==> src/sv/iq_phase_rotation_estimator_assert.svh <==
// ---------------------------------------------------------------------------
// Assertion macros for the phase rotation estimator
// Clocked checks with synchronous reset masking.
// ---------------------------------------------------------------------------
`ifndef IQ_PHASE_ROTATION_ESTIMATOR_ASSERT_SVH
`define IQ_PHASE_ROTATION_ESTIMATOR_ASSERT_SVH

// Property holds at every clock edge outside reset
`define IQPRE_ASSERT(name, clk, rst, prop, msg) \
   name: assert property (@(posedge clk) disable iff (rst) (prop)) \
      else $error(msg);

// When cond holds, prop holds in the next cycle
`define IQPRE_ASSERT_NEXT(name, clk, rst, cond, prop, msg) \
   name: assert property (@(posedge clk) disable iff (rst) (cond) |=> (prop)) \
      else $error(msg);

`endif

==> src/sv/iqpre_pkg.sv <==
// ---------------------------------------------------------------------------
// iqpre_pkg
// Constants, types and the CORDIC angle table of the phase rotation estimator.
// ---------------------------------------------------------------------------
`default_nettype none

package iqpre_pkg;

   // Sizing
   localparam int SAMPLE_WIDTH   = 16;
   localparam int MAX_SAMPLES    = 16;
   localparam int CORDIC_STEPS   = 14;
   localparam int ANGLE_TABLE_LEN = 20;
   localparam int CORDIC_RUN     = (CORDIC_STEPS < ANGLE_TABLE_LEN) ?
                                   CORDIC_STEPS : ANGLE_TABLE_LEN;
   localparam int STEP_BITS      = (CORDIC_RUN > 1) ? $clog2(CORDIC_RUN) : 1;
   localparam int XY_WIDTH       = SAMPLE_WIDTH + 6;
   localparam int ANGLE_BITS     = 16;
   localparam int CONFIG_WIDTH   = 5;
   localparam int COUNT_WIDTH    = $clog2(MAX_SAMPLES + 1);
   localparam int SUM_WIDTH      = ANGLE_BITS + $clog2(MAX_SAMPLES);
   localparam int DIV_BITS       = $clog2(SUM_WIDTH);
   localparam int OUT_WIDTH      = 16;
   localparam int PROD_WIDTH     = OUT_WIDTH + 7;

   localparam logic [CONFIG_WIDTH-1:0] SAMPLE_COUNT_RESET = CONFIG_WIDTH'(7);
   localparam logic [ANGLE_BITS-1:0]   HALF_TURN = 16'h8000;
   localparam logic signed [PROD_WIDTH-1:0] SCALE_FACTOR = PROD_WIDTH'(45);

   // Sequencer states
   typedef enum logic [2:0] {
      ST_IDLE,
      ST_CORDIC,
      ST_DIV_START,
      ST_DIV_WAIT,
      ST_SCALE,
      ST_EMIT
   } state_type;

   // CORDIC unit status
   typedef struct packed {
      logic                  done;
      logic [ANGLE_BITS-1:0] phase;
   } cordic_result_type;

   // Divider unit status
   typedef struct packed {
      logic                 done;
      logic [SUM_WIDTH-1:0] quotient;
   } div_result_type;

   // atan(2^-k) in binary angle units, rounded
   function automatic logic [ANGLE_BITS-1:0] angle_entry(input logic [4:0] k);
      logic [ANGLE_BITS-1:0] a;
      case (k)
         5'd0:  a = 16'd8192;
         5'd1:  a = 16'd4836;
         5'd2:  a = 16'd2555;
         5'd3:  a = 16'd1297;
         5'd4:  a = 16'd651;
         5'd5:  a = 16'd326;
         5'd6:  a = 16'd163;
         5'd7:  a = 16'd81;
         5'd8:  a = 16'd41;
         5'd9:  a = 16'd20;
         5'd10: a = 16'd10;
         5'd11: a = 16'd5;
         5'd12: a = 16'd3;
         5'd13: a = 16'd1;
         5'd14: a = 16'd1;
         default: a = 16'd0;
      endcase
      return a;
   endfunction

endpackage

`default_nettype wire

==> src/sv/iqpre_cordic.sv <==
// ---------------------------------------------------------------------------
// iqpre_cordic
// Iterative vectoring CORDIC: one micro-rotation per cycle, returns atan2(q, i)
// in 16-bit binary angle units.
// ---------------------------------------------------------------------------
`default_nettype none

module iqpre_cordic
   import iqpre_pkg::*;
(
   input  wire logic                           clock,
   input  wire logic                           reset,
   input  wire logic                           start,
   input  wire logic signed [SAMPLE_WIDTH-1:0] i_sample,
   input  wire logic signed [SAMPLE_WIDTH-1:0] q_sample,
   output cordic_result_type                   result
);

   logic                       busy_ff;
   logic                       done_ff;
   logic [STEP_BITS-1:0]       step_ff;
   logic signed [XY_WIDTH-1:0] x_ff;
   logic signed [XY_WIDTH-1:0] y_ff;
   logic [ANGLE_BITS-1:0]      z_ff;
   logic                       zero_ff;

   logic signed [XY_WIDTH-1:0] x_start;
   logic signed [XY_WIDTH-1:0] y_start;
   logic signed [XY_WIDTH-1:0] dx;
   logic signed [XY_WIDTH-1:0] dy;
   logic [ANGLE_BITS-1:0]      angle;

   // Scale inputs by 8 into the working width
   assign x_start = {{(XY_WIDTH-SAMPLE_WIDTH-3){i_sample[SAMPLE_WIDTH-1]}}, i_sample, 3'b000};
   assign y_start = {{(XY_WIDTH-SAMPLE_WIDTH-3){q_sample[SAMPLE_WIDTH-1]}}, q_sample, 3'b000};

   // Shifted terms and table angle for this step
   assign dx    = x_ff >>> step_ff;
   assign dy    = y_ff >>> step_ff;
   assign angle = angle_entry(5'(step_ff));

   // Control
   always_ff @(posedge clock) begin
      if (reset) begin
         busy_ff <= 1'b0;
         done_ff <= 1'b0;
         step_ff <= '0;
      end else begin
         done_ff <= 1'b0;
         if (start) begin
            busy_ff <= 1'b1;
            step_ff <= '0;
         end else if (busy_ff) begin
            if (step_ff == STEP_BITS'(CORDIC_RUN - 1)) begin
               busy_ff <= 1'b0;
               done_ff <= 1'b1;
            end
            step_ff <= step_ff + 1'b1;
         end
      end
   end

   // Datapath: left half-plane folded onto the right, then micro-rotations
   always_ff @(posedge clock) begin
      if (start) begin
         zero_ff <= (i_sample == '0) && (q_sample == '0);
         if (i_sample[SAMPLE_WIDTH-1]) begin
            x_ff <= -x_start;
            y_ff <= -y_start;
            z_ff <= HALF_TURN;
         end else begin
            x_ff <= x_start;
            y_ff <= y_start;
            z_ff <= '0;
         end
      end else if (busy_ff) begin
         if (!y_ff[XY_WIDTH-1]) begin
            x_ff <= x_ff + dy;
            y_ff <= y_ff - dx;
            z_ff <= z_ff + angle;
         end else begin
            x_ff <= x_ff - dy;
            y_ff <= y_ff + dx;
            z_ff <= z_ff - angle;
         end
      end
   end

   assign result.done  = done_ff;
   assign result.phase = zero_ff ? '0 : z_ff;

endmodule

`default_nettype wire

==> src/sv/iqpre_divider.sv <==
// ---------------------------------------------------------------------------
// iqpre_divider
// Restoring unsigned divider, one quotient bit per cycle.
// ---------------------------------------------------------------------------
`default_nettype none

module iqpre_divider
   import iqpre_pkg::*;
(
   input  wire logic                   clock,
   input  wire logic                   reset,
   input  wire logic                   start,
   input  wire logic [SUM_WIDTH-1:0]   dividend,
   input  wire logic [COUNT_WIDTH-1:0] divisor,
   output div_result_type              result
);

   logic                   busy_ff;
   logic                   done_ff;
   logic [DIV_BITS-1:0]    count_ff;
   logic [SUM_WIDTH-1:0]   quo_ff;
   logic [COUNT_WIDTH-1:0] rem_ff;
   logic [COUNT_WIDTH-1:0] div_ff;

   logic [COUNT_WIDTH:0]   trial;
   logic                   fits;

   // Shift in the next dividend bit and compare
   assign trial = {rem_ff, quo_ff[SUM_WIDTH-1]};
   assign fits  = trial >= {1'b0, div_ff};

   // Control
   always_ff @(posedge clock) begin
      if (reset) begin
         busy_ff  <= 1'b0;
         done_ff  <= 1'b0;
         count_ff <= '0;
      end else begin
         done_ff <= 1'b0;
         if (start) begin
            busy_ff  <= 1'b1;
            count_ff <= '0;
         end else if (busy_ff) begin
            if (count_ff == DIV_BITS'(SUM_WIDTH - 1)) begin
               busy_ff <= 1'b0;
               done_ff <= 1'b1;
            end
            count_ff <= count_ff + 1'b1;
         end
      end
   end

   // Datapath
   always_ff @(posedge clock) begin
      if (start) begin
         quo_ff <= dividend;
         rem_ff <= '0;
         div_ff <= divisor;
      end else if (busy_ff) begin
         quo_ff <= {quo_ff[SUM_WIDTH-2:0], fits};
         rem_ff <= fits ? COUNT_WIDTH'(trial - {1'b0, div_ff}) : trial[COUNT_WIDTH-1:0];
      end
   end

   assign result.done     = done_ff;
   assign result.quotient = quo_ff;

endmodule

`default_nettype wire

==> src/sv/iq_phase_rotation_estimator.sv <==
// ---------------------------------------------------------------------------
// iq_phase_rotation_estimator
// Mean phase step of a window of I/Q samples, scaled to 1/128 degree units.
// ---------------------------------------------------------------------------
// An item that does not close its window keeps req_stall high after acceptance
// through the load, 14 CORDIC steps and the window update. A window-closing
// item also holds the input through divider start, 20 divider steps, mean,
// scaling and the output register load, which sets rsp_valid; that load waits
// while a previous result is stalled.
// Reset (synchronous): sample_count to 7, window state cleared, no result.
`default_nettype none

module iq_phase_rotation_estimator
   import iqpre_pkg::*;
(
   input  wire logic                           clock,
   input  wire logic                           reset,
   // Sample input
   input  wire logic                           req_valid,
   output      logic                           req_stall,
   input  wire logic signed [SAMPLE_WIDTH-1:0] req_i_sample,
   input  wire logic signed [SAMPLE_WIDTH-1:0] req_q_sample,
   // Result output
   output      logic                           rsp_valid,
   input  wire logic                           rsp_stall,
   output      logic signed [OUT_WIDTH-1:0]    rsp_mean_step,
   // Configuration
   input  wire logic                           csr_valid,
   output      logic                           csr_ready,
   input  wire logic [CONFIG_WIDTH-1:0]        csr_sample_count
);

   state_type                     state_ff;
   state_type                     state_in;

   logic [CONFIG_WIDTH-1:0]       sample_count_ff;
   logic [ANGLE_BITS-1:0]         previous_phase_ff;
   logic signed [SUM_WIDTH-1:0]   difference_sum_ff;
   logic [COUNT_WIDTH-1:0]        samples_seen_ff;
   logic                          negative_ff;
   logic signed [OUT_WIDTH-1:0]   mean_ff;
   logic signed [PROD_WIDTH-1:0]  product_ff;
   logic                          rsp_valid_ff;
   logic signed [OUT_WIDTH-1:0]   rsp_phase_ff;

   logic                          req_accept;
   logic                          rsp_free;
   logic                          div_start;
   logic                          emit_load;
   logic [COUNT_WIDTH-1:0]        count_eff;
   logic [COUNT_WIDTH-1:0]        seen_in;
   logic [ANGLE_BITS-1:0]         diff;
   logic signed [SUM_WIDTH-1:0]   sum_in;
   logic [SUM_WIDTH-1:0]          magnitude;
   logic signed [OUT_WIDTH-1:0]   mean_in;
   logic signed [PROD_WIDTH-1:0]  product_round;
   cordic_result_type             cordic_res;
   div_result_type                div_res;

   // Handshakes
   assign req_stall  = reset || (state_ff != ST_IDLE);
   assign req_accept = req_valid && !req_stall;
   assign csr_ready  = 1'b1;
   assign rsp_free   = !rsp_valid_ff || !rsp_stall;

   // Sample count register
   always_ff @(posedge clock) begin
      if (reset) begin
         sample_count_ff <= SAMPLE_COUNT_RESET;
      end else if (csr_valid && csr_ready) begin
         sample_count_ff <= csr_sample_count;
      end
   end

   // Clamp the window length to the supported range
   always_comb begin
      if (sample_count_ff < CONFIG_WIDTH'(2)) begin
         count_eff = COUNT_WIDTH'(2);
      end else if (32'(sample_count_ff) > MAX_SAMPLES) begin
         count_eff = COUNT_WIDTH'(MAX_SAMPLES);
      end else begin
         count_eff = COUNT_WIDTH'(sample_count_ff);
      end
   end

   // Phase unit
   iqpre_cordic u_cordic (
      .clock    (clock),
      .reset    (reset),
      .start    (req_accept),
      .i_sample (req_i_sample),
      .q_sample (req_q_sample),
      .result   (cordic_res)
   );

   // Wrapped phase difference and window bookkeeping
   assign diff    = cordic_res.phase - previous_phase_ff;
   assign sum_in  = (samples_seen_ff != '0) ?
                    difference_sum_ff + {{(SUM_WIDTH-ANGLE_BITS){diff[ANGLE_BITS-1]}}, diff} :
                    difference_sum_ff;
   assign seen_in = samples_seen_ff + 1'b1;

   // Mean divider on the magnitude of the sum
   assign magnitude = difference_sum_ff[SUM_WIDTH-1] ?
                      SUM_WIDTH'(-difference_sum_ff) : SUM_WIDTH'(difference_sum_ff);

   iqpre_divider u_divider (
      .clock    (clock),
      .reset    (reset),
      .start    (div_start),
      .dividend (magnitude),
      .divisor  (count_eff - 1'b1),
      .result   (div_res)
   );

   // Signed, saturated mean
   always_comb begin
      if (negative_ff) begin
         if (div_res.quotient > SUM_WIDTH'(32768)) begin
            mean_in = OUT_WIDTH'(-32768);
         end else begin
            mean_in = OUT_WIDTH'(-div_res.quotient);
         end
      end else begin
         if (div_res.quotient > SUM_WIDTH'(32767)) begin
            mean_in = OUT_WIDTH'(32767);
         end else begin
            mean_in = OUT_WIDTH'(div_res.quotient);
         end
      end
   end

   // Divide by 64 truncating toward zero
   assign product_round = product_ff + (product_ff[PROD_WIDTH-1] ?
                          PROD_WIDTH'(63) : PROD_WIDTH'(0));

   // State register
   always_ff @(posedge clock) begin
      if (reset) begin
         state_ff <= ST_IDLE;
      end else begin
         state_ff <= state_in;
      end
   end

   // Sequencer
   always_comb begin
      state_in  = state_ff;
      div_start = 1'b0;
      emit_load = 1'b0;
      unique case (state_ff)
         ST_IDLE: begin
            if (req_accept) begin
               state_in = ST_CORDIC;
            end
         end
         ST_CORDIC: begin
            if (cordic_res.done) begin
               state_in = (seen_in >= count_eff) ? ST_DIV_START : ST_IDLE;
            end
         end
         ST_DIV_START: begin
            div_start = 1'b1;
            state_in  = ST_DIV_WAIT;
         end
         ST_DIV_WAIT: begin
            if (div_res.done) begin
               state_in = ST_SCALE;
            end
         end
         ST_SCALE: begin
            state_in = ST_EMIT;
         end
         ST_EMIT: begin
            if (rsp_free) begin
               emit_load = 1'b1;
               state_in  = ST_IDLE;
            end
         end
         default: begin
            state_in = ST_IDLE;
         end
      endcase
   end

   // Window state
   always_ff @(posedge clock) begin
      if (reset) begin
         previous_phase_ff <= '0;
         difference_sum_ff <= '0;
         samples_seen_ff   <= '0;
      end else if ((state_ff == ST_CORDIC) && cordic_res.done) begin
         previous_phase_ff <= cordic_res.phase;
         difference_sum_ff <= sum_in;
         samples_seen_ff   <= seen_in;
      end else if (div_start) begin
         difference_sum_ff <= '0;
         samples_seen_ff   <= '0;
      end
   end

   // Result datapath
   always_ff @(posedge clock) begin
      if (div_start) begin
         negative_ff <= difference_sum_ff[SUM_WIDTH-1];
      end
      if ((state_ff == ST_DIV_WAIT) && div_res.done) begin
         mean_ff <= mean_in;
      end
      if (state_ff == ST_SCALE) begin
         product_ff <= PROD_WIDTH'(mean_ff) * SCALE_FACTOR;
      end
      if (emit_load) begin
         rsp_phase_ff <= product_round[OUT_WIDTH+5:6];
      end
   end

   // Output register valid
   always_ff @(posedge clock) begin
      if (reset) begin
         rsp_valid_ff <= 1'b0;
      end else if (emit_load) begin
         rsp_valid_ff <= 1'b1;
      end else if (!rsp_stall) begin
         rsp_valid_ff <= 1'b0;
      end
   end

   assign rsp_valid     = rsp_valid_ff;
   assign rsp_mean_step = rsp_phase_ff;

   // Checks
`include "iq_phase_rotation_estimator_assert.svh"

   `IQPRE_ASSERT(a_cordic_done_owned, clock, reset,
      !cordic_res.done || (state_ff == ST_CORDIC), "CORDIC finished outside its state")
   `IQPRE_ASSERT(a_div_done_owned, clock, reset,
      !div_res.done || (state_ff == ST_DIV_WAIT), "divider finished outside its state")
   `IQPRE_ASSERT(a_seen_bound, clock, reset,
      32'(samples_seen_ff) <= MAX_SAMPLES, "sample counter past window limit")
   `IQPRE_ASSERT_NEXT(a_no_overwrite, clock, reset,
      (state_ff == ST_EMIT) && rsp_valid_ff && rsp_stall,
      $stable(rsp_mean_step) && rsp_valid, "pending result overwritten")

endmodule

`default_nettype wire

==> config.mk <==
export PLATFORM = sky130hd
export DESIGN_NAME = iq_phase_rotation_estimator
export DESIGN_NICKNAME = d
export VERILOG_FILES = /design/src/sv/iqpre_pkg.sv /design/src/sv/iqpre_cordic.sv /design/src/sv/iqpre_divider.sv /design/src/sv/iq_phase_rotation_estimator.sv
export VERILOG_INCLUDE_DIRS = /design/src /design/src/sv
export SDC_FILE = /design/constraint.sdc
export NUM_CORES = 1
export LEC_CHECK = 0
export BUFFER_PORTS_ARGS = -buffer_cell sky130_fd_sc_hd__buf_4
export CAP_MARGIN = 20
export CORE_UTILIZATION = 40
export CTS_CLUSTER_DIAMETER = 60
export DETAILED_ROUTE_END_ITERATION = 8
export PLACE_DENSITY = 0.6
export SLEW_MARGIN = 20
export SYNTH_ARGS = -nofsm -noshare
export SYNTH_HDL_FRONTEND = slang
export SYNTH_SLANG_ARGS = --single-unit
==> constraint.sdc <==
create_clock -name clock -period 4.7 [get_ports clock]
set_clock_uncertainty 0.05 [all_clocks]
set_input_delay 1.175 -clock clock [delete_from_list [all_inputs] [get_ports clock]]
set_output_delay 1.175 -clock clock [all_outputs]
set_load 0.03 [all_outputs]
Word level (Yosys, flattened, before mapping)
Memory sizes are Yosys's and may differ from the RTL's. A register that Yosys moved wholly into a read port is not among the register bits.
Index checks and enable logic that the tools add are counted.
Widths: inputs -> output; s select.
{"block": "classes", "muxes": 49, "n_lt_le_gt_ge": 6, "eq_ne": 13, "reduce_logical": 23, "addsub": 18, "n_mul": 1, "bitwise": 2, "shift": 2}
{"cell": "$mux 22", "n": 8}
{"cell": "$mux 16", "n": 8}
{"cell": "$mux 20", "n": 6}
{"cell": "$add 22x22->22", "n": 2}
{"cell": "$neg 19->22", "n": 2}
{"cell": "$sshr 22x4->22", "n": 2}
{"cell": "$sub 22x22->22", "n": 2}
{"cell": "$logic_not 16->1", "n": 2}
{"cell": "$sub 16x16->16", "n": 2}
{"cell": "$mux 5", "n": 5}
{"cell": "$mul 16x7->23 const B", "n": 1}
{"cell": "$add 22x7->22", "n": 1}
{"cell": "$add 20x20->20", "n": 1}
{"cell": "$gt 20x15->1 const B", "n": 1}
{"cell": "$gt 20x16->1 const B", "n": 1}
{"cell": "$neg 20->20", "n": 1}
{"cell": "$pmux 3 s6", "n": 1}
{"cell": "$add 16x16->16", "n": 1}
{"cell": "$neg 16->16", "n": 1}
{"cell": "$mux 1", "n": 13}
{"cell": "$mux 3", "n": 4}
{"cell": "$add 5x1->5 const B", "n": 2}
{"cell": "$mux 4", "n": 2}
{"cell": "$eq 3x2->1 const B", "n": 2}
{"cell": "other kinds (27)", "n": 43}
{"block": "word_totals", "romBits": 224, "inputBits": 42, "register_bits": 210, "elab_cells": 138, "memories": 1, "out_inout_bits": 19}
{"name": "(name not given)", "depth": 16, "word_bits": 14, "rd": 1, "rd_ports_with_merged_regs": 1, "wr": 0, "line": "iqpre_pkg.sv:55", "source": "case (k)"}

Depth between registers and ports, before layout
Gate-level depths: netlist of the first run.
{"block": "depth", "depth_word": 7, "depth_mapped": 25}

By module
A second synthesis of the first run with hierarchy kept.
{"block": "unflattened", "hier_cells": 2266, "hier_area_um2": 20379.5}
{"mod": "iqpre_cordic", "seq_area_each_um2": 2232.1, "cells_each": 1164, "instances": 1, "area_per_inst_um2": 9909.5}
{"mod": "iq_phase_rotation_estimator", "seq_area_each_um2": 2682.6, "cells_each": 962, "instances": 1, "area_per_inst_um2": 8708.4}
{"mod": "iqpre_divider", "seq_area_each_um2": 991.0, "cells_each": 140, "instances": 1, "area_per_inst_um2": 1761.7}

Least setup slack after synthesis of the first run
OpenSTA, ideal clock, no wires.
{"block": "synth_timing", "path_type": "reg-to-reg", "start": "reg u_cordic.step_ff[0]", "end": "reg u_cordic.x_ff[20], data pin", "n_path_buf": 5, "arrival_time_ns": 4.655, "stages_incl_launch_ff": 24, "path_slack_ns": -0.265, "t_required_ns": 4.390, "setup_ns": 0.260, "cell_sequence": "dfxtp_1 buf_6 buf_2 buf_2 buf_2 clkbuf_1 nand2_1 nand2_1 nor2_1 a31oi_1 inv_1 ha_1 nor2b_1 a21oi_1 xnor2_1 ha_1 a21oi_1 nand3_1 a221oi_1 o31ai_1 a221o_1 a211o_1 a21oi_1 mux2i_1"}
{"block": "synth_between", "elab_chain_cells": 5}
{"item": "from (decl)", "line": "iqpre_cordic.sv:21", "source": "logic [STEP_BITS-1:0] step_ff;"}
{"item": "from (signal assigned)", "line": "iqpre_cordic.sv:58", "source": "step_ff <= step_ff + 1'b1;"}
{"item": "$sshr 22x4->22 *", "line": "iqpre_cordic.sv:39", "source": "assign dy = y_ff >>> step_ff;"}
{"item": "$add 22x22->22 / $sub 22x22->22 (equally long branches)", "line": "iqpre_cordic.sv:78, iqpre_cordic.sv:82"}
{"item": "$mux 22 *", "line": "iqpre_cordic.sv:77", "source": "if (!y_ff[XY_WIDTH-1]) begin"}
{"item": "$mux 22 *", "line": "iqpre_cordic.sv:76", "source": "end else if (busy_ff) begin"}
{"item": "$mux 22 *", "line": "iqpre_cordic.sv:65", "source": "if (start) begin"}
{"item": "to (signal assigned)", "line": "iqpre_cordic.sv:68", "source": "x_ff <= -x_start;"}
{"item": "to (signal assigned)", "line": "iqpre_cordic.sv:78", "source": "x_ff <= x_ff + dy;"}
{"item": "to (signal assigned)", "line": "iqpre_cordic.sv:82", "source": "x_ff <= x_ff - dy;"}
{"item": "to (decl)", "line": "iqpre_cordic.sv:22", "source": "logic signed [XY_WIDTH-1:0] x_ff;"}
Mark *: on every way between the ends. The rest lies on a longest branch, timed or not. The select of a mux whose other input is x is not followed.
A chain may end at the register's enable or synchronous reset.

Worst setup path after layout of the first run
{"block": "layout_timing", "start": "reg u_cordic.x_ff[19]", "end": "reg u_cordic.y_ff[19], data pin"}
{"block": "layout_between", "elab_chain_cells": 5}
{"item": "from (signal assigned)", "line": "iqpre_cordic.sv:68"}
{"item": "from (signal assigned)", "line": "iqpre_cordic.sv:72", "source": "x_ff <= x_start;"}
{"item": "from (signal assigned)", "line": "iqpre_cordic.sv:78"}
{"item": "$sshr 22x4->22 *", "line": "iqpre_cordic.sv:38", "source": "assign dx = x_ff >>> step_ff;"}
{"item": "$sub 22x22->22 / $add 22x22->22 (equally long branches)", "line": "iqpre_cordic.sv:79, iqpre_cordic.sv:83"}
{"item": "$mux 22 *", "line": "iqpre_cordic.sv:77"}
{"item": "$mux 22 *", "line": "iqpre_cordic.sv:76"}
{"item": "$mux 22 *", "line": "iqpre_cordic.sv:65"}
{"item": "to (signal assigned)", "line": "iqpre_cordic.sv:69", "source": "y_ff <= -y_start;"}
{"item": "to (signal assigned)", "line": "iqpre_cordic.sv:79", "source": "y_ff <= y_ff - dx;"}
{"item": "to (signal assigned)", "line": "iqpre_cordic.sv:83", "source": "y_ff <= y_ff + dx;"}
{"item": "to (decl)", "line": "iqpre_cordic.sv:23", "source": "logic signed [XY_WIDTH-1:0] y_ff;"}
Marks and branches as above.

==> results of run 1 <==
==> tightest hold or removal path: stages, from the launching register on <==
cell                      delay (ps)
sky130_fd_sc_hd__dfxtp_1         300
sky130_fd_sc_hd__nand2_1          50
sky130_fd_sc_hd__a21oi_1          50
==> registers in the layout (all words and copies together) (netlist names), 14 cells and up <==
name               cells
difference_sum_ff     20
mean_ff               16
previous_phase_ff     16
product_ff            23
rsp_mean_step         16
u_cordic.angle        14
u_cordic.x_ff         22
u_cordic.y_ff         22
u_cordic.z_ff         16
u_divider.quo_ff      20
==> metal layers <==
layer | vias up | track usage (%)
li1 | 8608 | -
met5 | - | 0
met4 | 0 | 7.71
met1 | 8425 | 25.6
met3 | 99 | 2.61
met2 | 405 | 36.2
==> report_power, final <==
group          switching, mW  internal, mW
clock                  0.937          1.34
sequential             0.464          2.76
combinational           5.26          4.88
total                   6.66          8.97
==> metrics by stage <==
stage	cell area [sq um]	power [mW]	utilization [%]	std cells
2_1_floorplan	20400	10.0	-	2304
3_3_place_gp	22400	12.7	44.7	3092
3_5_place_dp	22400	12.9	44.7	3092
4_1_cts	23400	15.2	46.7	3147
5_1_grt	23800	16.9	47.5	3171
6_report	23800	15.6	47.5	3171
==> kinds of logic after synthesis <==
logic type | Yosys count
buffers and inverters | 258
other | 1
AOI/OAI and AO/OA | 553
and+or+nand+nor | 733
xor gates and xnor gates | 213
adders and majority gates | 216
DFF | 224
muxes | 106
==> cell type report <==
class	instances	area share [%]
inverters	165	2.62
repair buffers	234	7.75
multi-input cells	1822	57.1
clock inverters	18	0.741
well taps	672	3.53
flip-flops and latches	224	24.8
clock buffers	36	3.38
==> how the worst max path moves through the flow <==
stage,start,endpoint
floorplan,u_cordic.step_ff[3],u_cordic.x_ff[21]
global placement,u_cordic.step_ff[1],u_cordic.x_ff[16]
detailed placement,u_cordic.step_ff[1],u_cordic.x_ff[20]
CTS,u_cordic.zero_ff,difference_sum_ff[19]
global route,u_cordic.step_ff[0],u_cordic.y_ff[19]
finish,u_cordic.x_ff[19],u_cordic.y_ff[19]
==> cells in the final DEF (no fill, tap or decap), drive strengths merged, types with 15 or more instances in the layout <==
cell | Yosys | routed
xnor2 | 143 | 143
dfxtp | 82 | 82
fa | 34 | 34
a211oi | 15 | 15
ha | 182 | 182
nor2 | 162 | 162
mux2i | 49 | 49
buf | 35 | 234
inv | 163 | 167
a21o | 40 | 40
o21ai | 146 | 146
a31oi | 22 | 22
clkbuf | 58 | 36
or3 | 28 | 28
mux4 | 45 | 45
nor2b | 46 | 46
nand2 | 257 | 257
nor3 | 43 | 43
o31ai | 26 | 26
nand3 | 69 | 69
nand2b | 45 | 45
edfxtp | 142 | 142
a21oi | 162 | 162
o21a | 20 | 20
xor2 | 70 | 70
==> repair_timing <==
item,4_1_cts,5_1_grt
setup endpoints to repair,7,19
setup buffers,1,24
gates resized for setup,3,57
pin swaps,0,18
==> results_dict.tcl, run 1 <==
set metrics [dict create \
    status "completed" \
    vias_per_cell 5.53 \
    dr.max_layer_used "met4" \
    cts.reportedPaths.clkPinSlew_ps 60 \
    synth.top_cells.by_area "sky130_fd_sc_hd__edfxtp_1 (21%), sky130_fd_sc_hd__ha_1 (11%), sky130_fd_sc_hd__dfxtp_1 (8.1%)" \
    clk_root_buffer_cell "sky130_fd_sc_hd__clkbuf_16" \
    clock_buffer_depth 3 \
    dp_worst_setup_slack_ps -108 \
    core_area_sq_um 50200 \
    met3RoutedLength_um 2280 \
    portBuffers 59 \
    vdd_ir_drop_max_v 0.000649 \
    postLayoutSetupSlackWorst_ps 147 \
    worst-setup-path-type "reg2reg" \
    largest_net_degree_at_the_start_of_global_routing 57 \
    timing.critical_path.slowest_stage_cell "sky130_fd_sc_hd__edfxtp_1" \
    adder_cell_share_of_the_synthesized_area_pct 14.5 \
    met1_length_um 22700 \
    transition_at_the_pin_with_the_smallest_max_transition_slack_ps 888 \
    worstSkewPairLatency_ps 590 \
    hold_viol 0 \
    dr.pass1.iters 7 \
    cell_by_cell_trace_of_the_critical_path "buf_4, mux2_2, o211ai_1, nand3_1, o22ai_2, nand2b_1, nor2_1, nor2_1, xnor2_1, ha_1, o21ai_0, nor2_1, o31a_1, a41oi_2, a31oi_2, a41oi_2, nor2b_2, xor2_1, o21ai_0" \
    synth.most_common_cell "sky130_fd_sc_hd__nand2_1" \
    ant_nets 0 \
    finalCritPeriodShare_pct 96.9 \
    crit_required_ps 4980 \
    syn-num-nets 2562 \
    grt_pass1_wl_um 86200 \
    fmax_mhz 220 \
    core.rowCount 82 \
    worst_setup_path_start_kind "flop" \
    area_growth_syn_to_layout_pct 17.1 \
    muxShareOfSynthArea_pct 8.06 \
    critical_path_arrival_ps 4840 \
    r2r_end "u_cordic.y_ff[19]" \
    detail_route.iter0.violations 1205 \
    report.final.slew_viol_count 0 \
    critical_path.most_common_cell "sky130_fd_sc_hd__nor2_1" \
    worst-path-buf-inv 1 \
    synth-warning-count 0 \
    r2r-start "u_cordic.x_ff[19]" \
    ys_seq_area_share_pct 29.0 \
    gr-usage-all-layers_pct 20.6 \
    die_width_um 228 \
    cts_max_level 1 \
    die-area_sq_um 51800 \
    hold_depth 2 \
    yosys.area_share.xor_xnor_pct 9.17 \
    floorplan.die.height_um 228 \
    setup_viol 0 \
    pin_count 61 \
    numCtsBuffers 29 \
    hold_start "previous_phase_ff[10]" \
    critical-path-max-stage-delay_ps 530 \
    post_synth_most_frequent_cells "sky130_fd_sc_hd__nand2_1 (257), sky130_fd_sc_hd__ha_1 (182), sky130_fd_sc_hd__a21oi_1 (162), sky130_fd_sc_hd__inv_1 (162), sky130_fd_sc_hd__nor2_1 (162)" \
    synth_top_family_by_area "simple AND/OR/NAND/NOR gates" \
    critical-path-top-delay-family "compound AO/OA/AOI/OAI gates" \
    period_needed_ps 4550 \
    rsz0062_at_grt "yes" \
    fillerInstances 4732 \
    critical_path.endpoint_type "flop" \
    critical_path_depth 19 \
    mapped_cells 2304 \
    layout-drive-gt1-share_pct 16.5 \
    slew_headroom_pct 40.8 \
    fin_tns_setup_ps 0 \
    post-synth-top-area-fraction_pct 21.0 \
    final-seq-area_sq_um 5920 \
    worst-r2r-cell-count 19 \
    tritoncts_clock_tree "yes" \
    grt_antenna_before_repair 0 \
    vias 17500 \
    register_to_register_setup_slack_ps 150 \
    detailedPlacementHpwl_um 40900 \
    post_dr_wirelength_cell_um 16.8 \
    synth.lib_cells_used.distinct 77 \
    multi_input_area_sq_um 13600 \
    post_synth.cell_area_avg_sq_um 8.83 \
    number_of_flops_mapped_to_enable_cells_by_yosys 142 \
    final_nets 2734 \
    overflow 0 \
    worst_hold_path_type "reg2reg" \
    yosys_most_used_dff "sky130_fd_sc_hd__edfxtp_1" \
    cts-hold-fix-buffers 0 \
    synth-simple-area-share_pct 17.2 \
    drcViolationCount 0 \
    whs_endpoint "previous_phase_ff[10]" \
    clock_sink_count 224 \
    leakagePower_nw 9.77 \
    first_global_vias 17100 \
    crit_path_max_fanout 5 \
    power.density_nw_per_um2 656 \
    initial_utilization_pct 40.6 \
    antenna_cells_inserted 0 \
    netlist.top_cell.by_area "sky130_fd_sc_hd__edfxtp_1" \
    async_flop_share_pct 0 \
    gp_congestion 0.914 \
    met2WireLength_um 26400 \
    final.hold.worst_slack_ps 403 \
    complex_gate_fraction_of_the_synthesized_area_pct 16.9 \
    max_cap_viol_count 0 \
    totalWireLength_um 53400 \
    ys_ff_latch 224 \
    mappedNetlistArea_sq_um 20300 \
]
Power figures use the tool's default switching activity.
==> inputs of run 2 (changes only) <==
--- a/config.mk
+++ b/config.mk
@@ -11,7 +11,9 @@
 export CORE_UTILIZATION = 40
 export CTS_CLUSTER_DIAMETER = 60
 export DETAILED_ROUTE_END_ITERATION = 8
+export GPL_ROUTABILITY_DRIVEN = 0
 export PLACE_DENSITY = 0.6
+export REMOVE_ABC_BUFFERS = 1
 export SLEW_MARGIN = 20
 export SYNTH_ARGS = -nofsm -noshare
 export SYNTH_HDL_FRONTEND = slang
==> run 2 against run 1 <==
  * Largest cell class unchanged
  * Maximum frequency increased by 0.29%
  * Global-route usage decreased by 0.28 points
  * Largest power group unchanged
  * Non-clock buffer count increased by 13
  * Clock power decreased by 2%
  * Critical path type unchanged
==> results_dict.tcl, run 2 (synthesized netlist as in run 1, its figures left out) <==
set metrics [dict create \
    status "completed" \
    clock_buffer_depth 3 \
    final_common_cell "sky130_fd_sc_hd__nand2_1" \
    grt_antenna_before_repair 1 \
    setup_viol 0 \
    slew_headroom_pct 39.1 \
    die-area_sq_um 51800 \
    antenna_cells_inserted 0 \
    swShare_pct 42.2 \
    most-common-layout-cells "sky130_fd_sc_hd__nand2_1 (256), sky130_fd_sc_hd__buf_4 (235), sky130_fd_sc_hd__ha_1 (180)" \
    vias 17600 \
    critical-path-top-delay-family "simple AND/OR/NAND/NOR gates" \
    final_core_utilization_pct 48.0 \
    initial_utilization_pct 40.6 \
    dr.pass1.iters 5 \
    worst_hold_path_type "reg2reg" \
    cts.reportedPaths.clkPinSlew_ps 70 \
    largest_register_ff_count 23 \
    grt_pass1_wl_um 85300 \
    pin_count 61 \
    crit_required_ps 5070 \
    critical_path.endpoint_type "flop" \
    p_comb_share_pct 65.4 \
    critical_path_arrival_ps 4910 \
    crit_path_max_fanout 8 \
    report.final.slew_viol_count 0 \
    portBuffers 59 \
    first_global_vias 16800 \
    finalCritPeriodShare_pct 96.6 \
    die_width_um 228 \
    max_flop_register "product_ff" \
    post_dr_wirelength_cell_um 16.8 \
    fin_total_pwr_mw 15.7 \
    final.hold.worst_slack_ps 403 \
    area_growth_syn_to_layout_pct 18.2 \
    power.density_nw_per_um2 654 \
    vdd_ir_drop_max_v 0.000794 \
    clk_root_buffer_cell "sky130_fd_sc_hd__clkbuf_16" \
    leakagePower_nw 9.83 \
    overflow 0 \
    core.rowCount 82 \
    core_area_sq_um 50200 \
    clock_power_share_pct 14.3 \
    intPower_mw 9.09 \
    floorplan.die.height_um 228 \
    worst-path-buf-inv 2 \
    fin_tns_setup_ps 0 \
    rsz0062_at_grt "yes" \
    worstSkewPairLatency_ps 570 \
    totalWireLength_um 53400 \
    gr-usage-all-layers_pct 20.3 \
    transition_at_the_pin_with_the_smallest_max_transition_slack_ps 906 \
    ant_nets 0 \
    tritoncts_clock_tree "yes" \
    cts_max_level 1 \
    detailedPlacementHpwl_um 40700 \
    worst_setup_path_start_kind "flop" \
    reported_net_switching_power_mw 6.64 \
    cell_by_cell_trace_of_the_critical_path "mux4_2, mux2_2, mux2i_2, buf_4, nand4b_1, or4b_4, buf_4, nor2_1, nor2_1, xor2_1, ha_1, and3_1, o211ai_1, a41oi_2, o21a_1, o2111a_1, nor3_2" \
    clock_sink_count 224 \
    layout-drive-gt1-share_pct 17.2 \
    final_nets 2746 \
    hold_viol 0 \
    vias_per_cell 5.54 \
    power_frac_seq_pct 20.3 \
    detail_route.iter0.violations 1149 \
    period_needed_ps 4540 \
    numCtsBuffers 28 \
    max_cap_viol_count 0 \
    fmax_mhz 220 \
    drcViolationCount 0 \
    largest_net_degree_at_the_start_of_global_routing 66 \
    register_to_register_setup_slack_ps 160 \
    reg_top3 "product_ff (23), u_cordic.x_ff (22), u_cordic.y_ff (22)" \
    timing.critical_path.slowest_stage_cell "sky130_fd_sc_hd__or4b_4" \
    worst-setup-path-type "reg2reg" \
    critical-path-max-stage-delay_ps 620 \
]
[run 2: cell count changes in the layout (fill, tap and decap cells not counted), moves of 3 or more]
cell,delta
sky130_fd_sc_hd__mux2i_1,-7
sky130_fd_sc_hd__buf_4,+10
sky130_fd_sc_hd__clkinv_2,-5
sky130_fd_sc_hd__o21ai_1,+3
sky130_fd_sc_hd__o21ai_0,-3
sky130_fd_sc_hd__nor3_1,-3
sky130_fd_sc_hd__mux2i_4,+3
sky130_fd_sc_hd__nor3_2,+3
sky130_fd_sc_hd__mux2i_2,+4
[run 2: routing by layer]
layer	routed length, um	vias up	GRT usage [%]
li1	-	8659	-
met1	23800	8387	26.1
met2	25400	478	35.4
met3	2700	113	2.56
met4	1590	2	6.26
met5	13	-	0
[run 2: worst register-to-register path, delay by kind of cell (launching register included)]
kind,cells,cell delay [ps]
adder cells (fa/ha/maj),1,310
flip-flops,1,510
AO/OA/AOI/OAI,4,730
buffers and inverters,2,310
multiplexers,3,1000
XOR/XNOR,1,140
AND/OR/NAND/NOR,6,1350
[run 2: stage by stage]
step / setup slack (ps) / instances / instance area, sq um
after CTS: 28.1 / 3151 / 23500
after global placement: -11.4 / 3099 / 22500
final: 160 / 3182 / 24100
after detailed placement: -83.4 / 3099 / 22500
after floorplan: -1440 / 2211 / 19900
after global routing: -77.8 / 3182 / 24100
[run 2: what timing repair did]
| item | 4_1_cts | 5_1_grt |
|---|---|---|
| setup endpoints to repair | 4 | 22 |
| resized for setup | 6 | 68 |
| setup buffers | 0 | 28 |
| gates cloned | 0 | 3 |
| pin swaps | 0 | 25 |
| hold buffers | 0 | 0 |
[run 2: worst paths after layout]
kind,cells past startpoint,endpoint,start
worst max-delay path,17,u_cordic.y_ff[20],u_cordic.x_ff[10]
worst min-delay path,2,previous_phase_ff[4],previous_phase_ff[4]
worst max register to register,17,u_cordic.y_ff[20],u_cordic.x_ff[10]
worst min register to register,2,previous_phase_ff[4],previous_phase_ff[4]
[run 2: layout make-up]
type	instances	area, sq um
clock buffers	38	811
clock inverters	14	150
fillers	4770	26100
inverters	165	619
multi-input cells	1822	13700
flip-flops and latches	224	5920
well taps	672	841
repair buffers	247	2030
[run 2: power by group through the flow]
stage | clock, mW | combinational (mW) | sequential, mW
after global placement | 0 | 9.61 | 3.21
after floorplan | 0 | 6.83 | 3.12
final | 2.24 | 10.3 | 3.20
after global routing | 2.38 | 11.4 | 3.22
after detailed placement | 0 | 9.78 | 3.21
after CTS | 2.30 | 9.85 | 3.17
==> inputs of run 3 (changes only) <==
--- a/config.mk
+++ b/config.mk
@@ -6,6 +6,7 @@
 export SDC_FILE = /design/constraint.sdc
 export NUM_CORES = 1
 export LEC_CHECK = 0
+export ABC_AREA = 1
 export BUFFER_PORTS_ARGS = -buffer_cell sky130_fd_sc_hd__buf_4
 export CAP_MARGIN = 20
 export CORE_UTILIZATION = 40
@@ -14,6 +15,7 @@
 export GPL_ROUTABILITY_DRIVEN = 0
 export PLACE_DENSITY = 0.6
 export REMOVE_ABC_BUFFERS = 1
+export SKIP_LAST_GASP = 1
 export SLEW_MARGIN = 20
 export SYNTH_ARGS = -nofsm -noshare
 export SYNTH_HDL_FRONTEND = slang
==> run 3 against run 2 <==
  * Via count rose by 6.4%
  * Global-route usage grew 0.098 points
  * Wire length fell by 1.9%
  * Critical path depth is 6 higher
  * Core utilization shrank 2.7 points
  * Register-to-register slack improved by 250 ps
  * Critical path type unchanged
  * Critical endpoint is now u_cordic.x_ff[19]
==> results_dict.tcl, run 3 <==
set metrics [dict create \
    cts-hold-fix-buffers 0 \
    pin_count 61 \
    slew_headroom_pct 38.5 \
    multi_input_area_sq_um 12700 \
    critical-path-max-stage-delay_ps 350 \
    final_cell_count_no_fill 3572 \
    adder_cell_share_of_the_synthesized_area_pct 14.6 \
    largest_register_ff_count 23 \
    gr-usage-met3_pct 2.57 \
    final_common_cell "sky130_fd_sc_hd__nand2_1" \
    post_synth_most_frequent_cells "sky130_fd_sc_hd__nand2_1 (632), sky130_fd_sc_hd__inv_1 (335), sky130_fd_sc_hd__nand3_1 (284)" \
    worst-path-buf-inv 3 \
    complex_gate_fraction_of_the_synthesized_area_pct 14.9 \
    grt_antenna_before_repair 0 \
    status "completed" \
    totalWireLength_um 52400 \
    muxShareOfSynthArea_pct 0 \
    clk_root_buffer_cell "sky130_fd_sc_hd__clkbuf_16" \
    largest_net_degree_at_the_start_of_global_routing 60 \
    number_of_flops_mapped_to_enable_cells_by_yosys 142 \
    worst-r2r-cell-count 23 \
    async_flop_share_pct 0 \
    drcViolationCount 0 \
    timing.critical_path.slowest_stage_cell "sky130_fd_sc_hd__buf_4" \
    mapped_cells 2822 \
    dr.pass1.iters 5 \
    grt_pass1_wl_um 86400 \
    portBuffers 59 \
    ant_nets 0 \
    post_synth.cell_area_avg_sq_um 7.18 \
    area_growth_syn_to_layout_pct 11.7 \
    worstSkewPairLatency_ps 590 \
    critical_path_depth 23 \
    leakagePower_nw 10.4 \
    die-area_sq_um 51600 \
    transition_at_the_pin_with_the_smallest_max_transition_slack_ps 920 \
    final_core_utilization_pct 45.2 \
    mappedNetlistArea_sq_um 20300 \
    worst_setup_path_start_kind "flop" \
    setup_viol 0 \
    synth_top_family_by_area "simple AND/OR/NAND/NOR gates" \
    critical_path_arrival_ps 4580 \
    vdd_ir_drop_max_v 0.000577 \
    antenna_cells_inserted 0 \
    hold_depth 2 \
    final_nets 3133 \
    crit_path_max_fanout 25 \
    most-common-layout-cells "sky130_fd_sc_hd__nand2_1 (631), sky130_fd_sc_hd__inv_1 (335), sky130_fd_sc_hd__nand3_1 (284)" \
    initial_utilization_pct 40.5 \
    ys_seq_area_share_pct 29.1 \
    power.density_nw_per_um2 647 \
    final-seq-area_sq_um 5910 \
    finalCritPeriodShare_pct 91.3 \
    numCtsBuffers 31 \
    synth-simple-area-share_pct 27.0 \
    fmax_mhz 233 \
    max_flop_register "product_ff" \
    first_global_vias 17800 \
    cts_max_level 1 \
    vias 18800 \
    tritoncts_clock_tree "yes" \
    floorplan.die.height_um 227 \
    grt_use_met1_pct 25.7 \
    synth.lib_cells_used.distinct 55 \
    synth-warning-count 0 \
    overflow 0 \
    period_needed_ps 4290 \
    dp.cells 3510 \
    max_cap_viol_count 0 \
    cts.reportedPaths.clkPinSlew_ps 60 \
    fillerInstances 5095 \
    clock_sink_count 224 \
    clock_buffer_depth 3 \
    critical_path.most_common_cell "sky130_fd_sc_hd__nand2_1" \
    core.rowCount 82 \
    detailedPlacementHpwl_um 41200 \
    fin_total_pwr_mw 14.6 \
    netlist.top_cell.by_area "sky130_fd_sc_hd__edfxtp_1" \
    report.final.slew_viol_count 0 \
    critical-path-top-delay-family "simple AND/OR/NAND/NOR gates" \
    post-synth-top-area-fraction_pct 21.0 \
    rsz0062_at_grt "no" \
    detail_route.iter0.violations 1120 \
    crit_required_ps 4980 \
    core_area_sq_um 50100 \
    synth.most_common_cell "sky130_fd_sc_hd__nand2_1" \
    reg_top3 "product_ff (23), u_cordic.x_ff (22), u_cordic.y_ff (22)" \
    ys_ff_latch 224 \
    worst_hold_path_type "reg2reg" \
    hold_viol 0 \
    globalRoute.busiestLayer "met2" \
    groute.layer.met2.usage_pct 35.9 \
    yosys.area_share.xor_xnor_pct 5.79 \
    vias_per_cell 5.25 \
    yosys_most_used_dff "sky130_fd_sc_hd__edfxtp_1" \
    worst-setup-path-type "reg2reg" \
    die_width_um 227 \
    layout-drive-gt1-share_pct 8.28 \
    critical_path.endpoint_type "flop" \
    post_dr_wirelength_cell_um 14.7 \
    synth.top_cells.by_area "sky130_fd_sc_hd__edfxtp_1 (21%), sky130_fd_sc_hd__nand2_1 (12%), sky130_fd_sc_hd__ha_1 (11%)" \
    cell_by_cell_trace_of_the_critical_path "inv_2, buf_4, nand2_1, nand3_1, nand3_1, nand2_1, nand2_1, nand2_1, inv_1, ha_1, nor2_1, xor2_1, ha_1, a21oi_1, o21ai_0, nand2_1, nand3_1, a21oi_1, o21bai_1, nand3_1, nand2_1, o21ai_0, a21oi_1" \
    gr-usage-all-layers_pct 20.4 \
]
run 3: power breakdown:
part	total, mW	switching (mW)	internal, mW	leakage (nW)
Sequential	3.10	0.367	2.73	1.98
Combinational	8.95	5.63	3.32	7.86
Clock	2.60	1.01	1.59	0.547
run 3: kinds of logic (layout without fill, tap and decap cells):
logic type	count (synthesis)	count (layout)
AO/OA/AOI/OAI	558	558
adder cells (fa/ha/maj)	216	216
flip-flops	224	224
buffers and inverters	425	503
XOR/XNOR	134	134
AND/OR/NAND/NOR	1264	1264
other	1	1
run 3: worst min-delay path, delay by kind of cell, from the launching register on:
family | cells | cell delay [ps]
compound gates | 1 | 60
buf+inv | 1 | 60
flops | 1 | 290
run 3: cell type report:
class | count | area share (%)
multi-input cells | 2173 | 55.9
flip-flops and latches | 224 | 26.1
inverters | 346 | 5.78
well taps | 672 | 3.71
clock buffers | 34 | 3.52
repair buffers | 99 | 3.45
clock inverters | 24 | 1.52
run 3: final timing paths:
path	startpoint	slack [ps]	endpoint
setup / recovery	u_cordic.step_ff[0]	410	u_cordic.x_ff[19]
hold / removal	previous_phase_ff[12]	410	previous_phase_ff[12]
setup reg to reg	u_cordic.step_ff[0]	410	u_cordic.x_ff[19]
hold reg to reg	previous_phase_ff[12]	410	previous_phase_ff[12]
run 3: metrics by stage:
step	setup TNS (ps)	worst slack [ps]	hold slack, ps	area, sq um
floorplan	-1430	-248	385	19800
global placement	0	398	393	21400
detailed placement	0	364	403	21400
CTS	0	350	411	22600
global route	0	5.77	433	22600
finish	0	407	407	22600
run 3: repair_timing:
action	in CTS	in global routing
endpoints found under the setup margin	0	3
gates resized for setup	0	2
endpoints found under the hold margin	0	0
setup buffers	0	4
run 3: routing by layer:
metal | vias up | wire length, um
li1 | 9589 | -
met1 | 8609 | 23100
met2 | 460 | 25300
met3 | 107 | 2340
met4 | 0 | 1710
met5 | - | 0
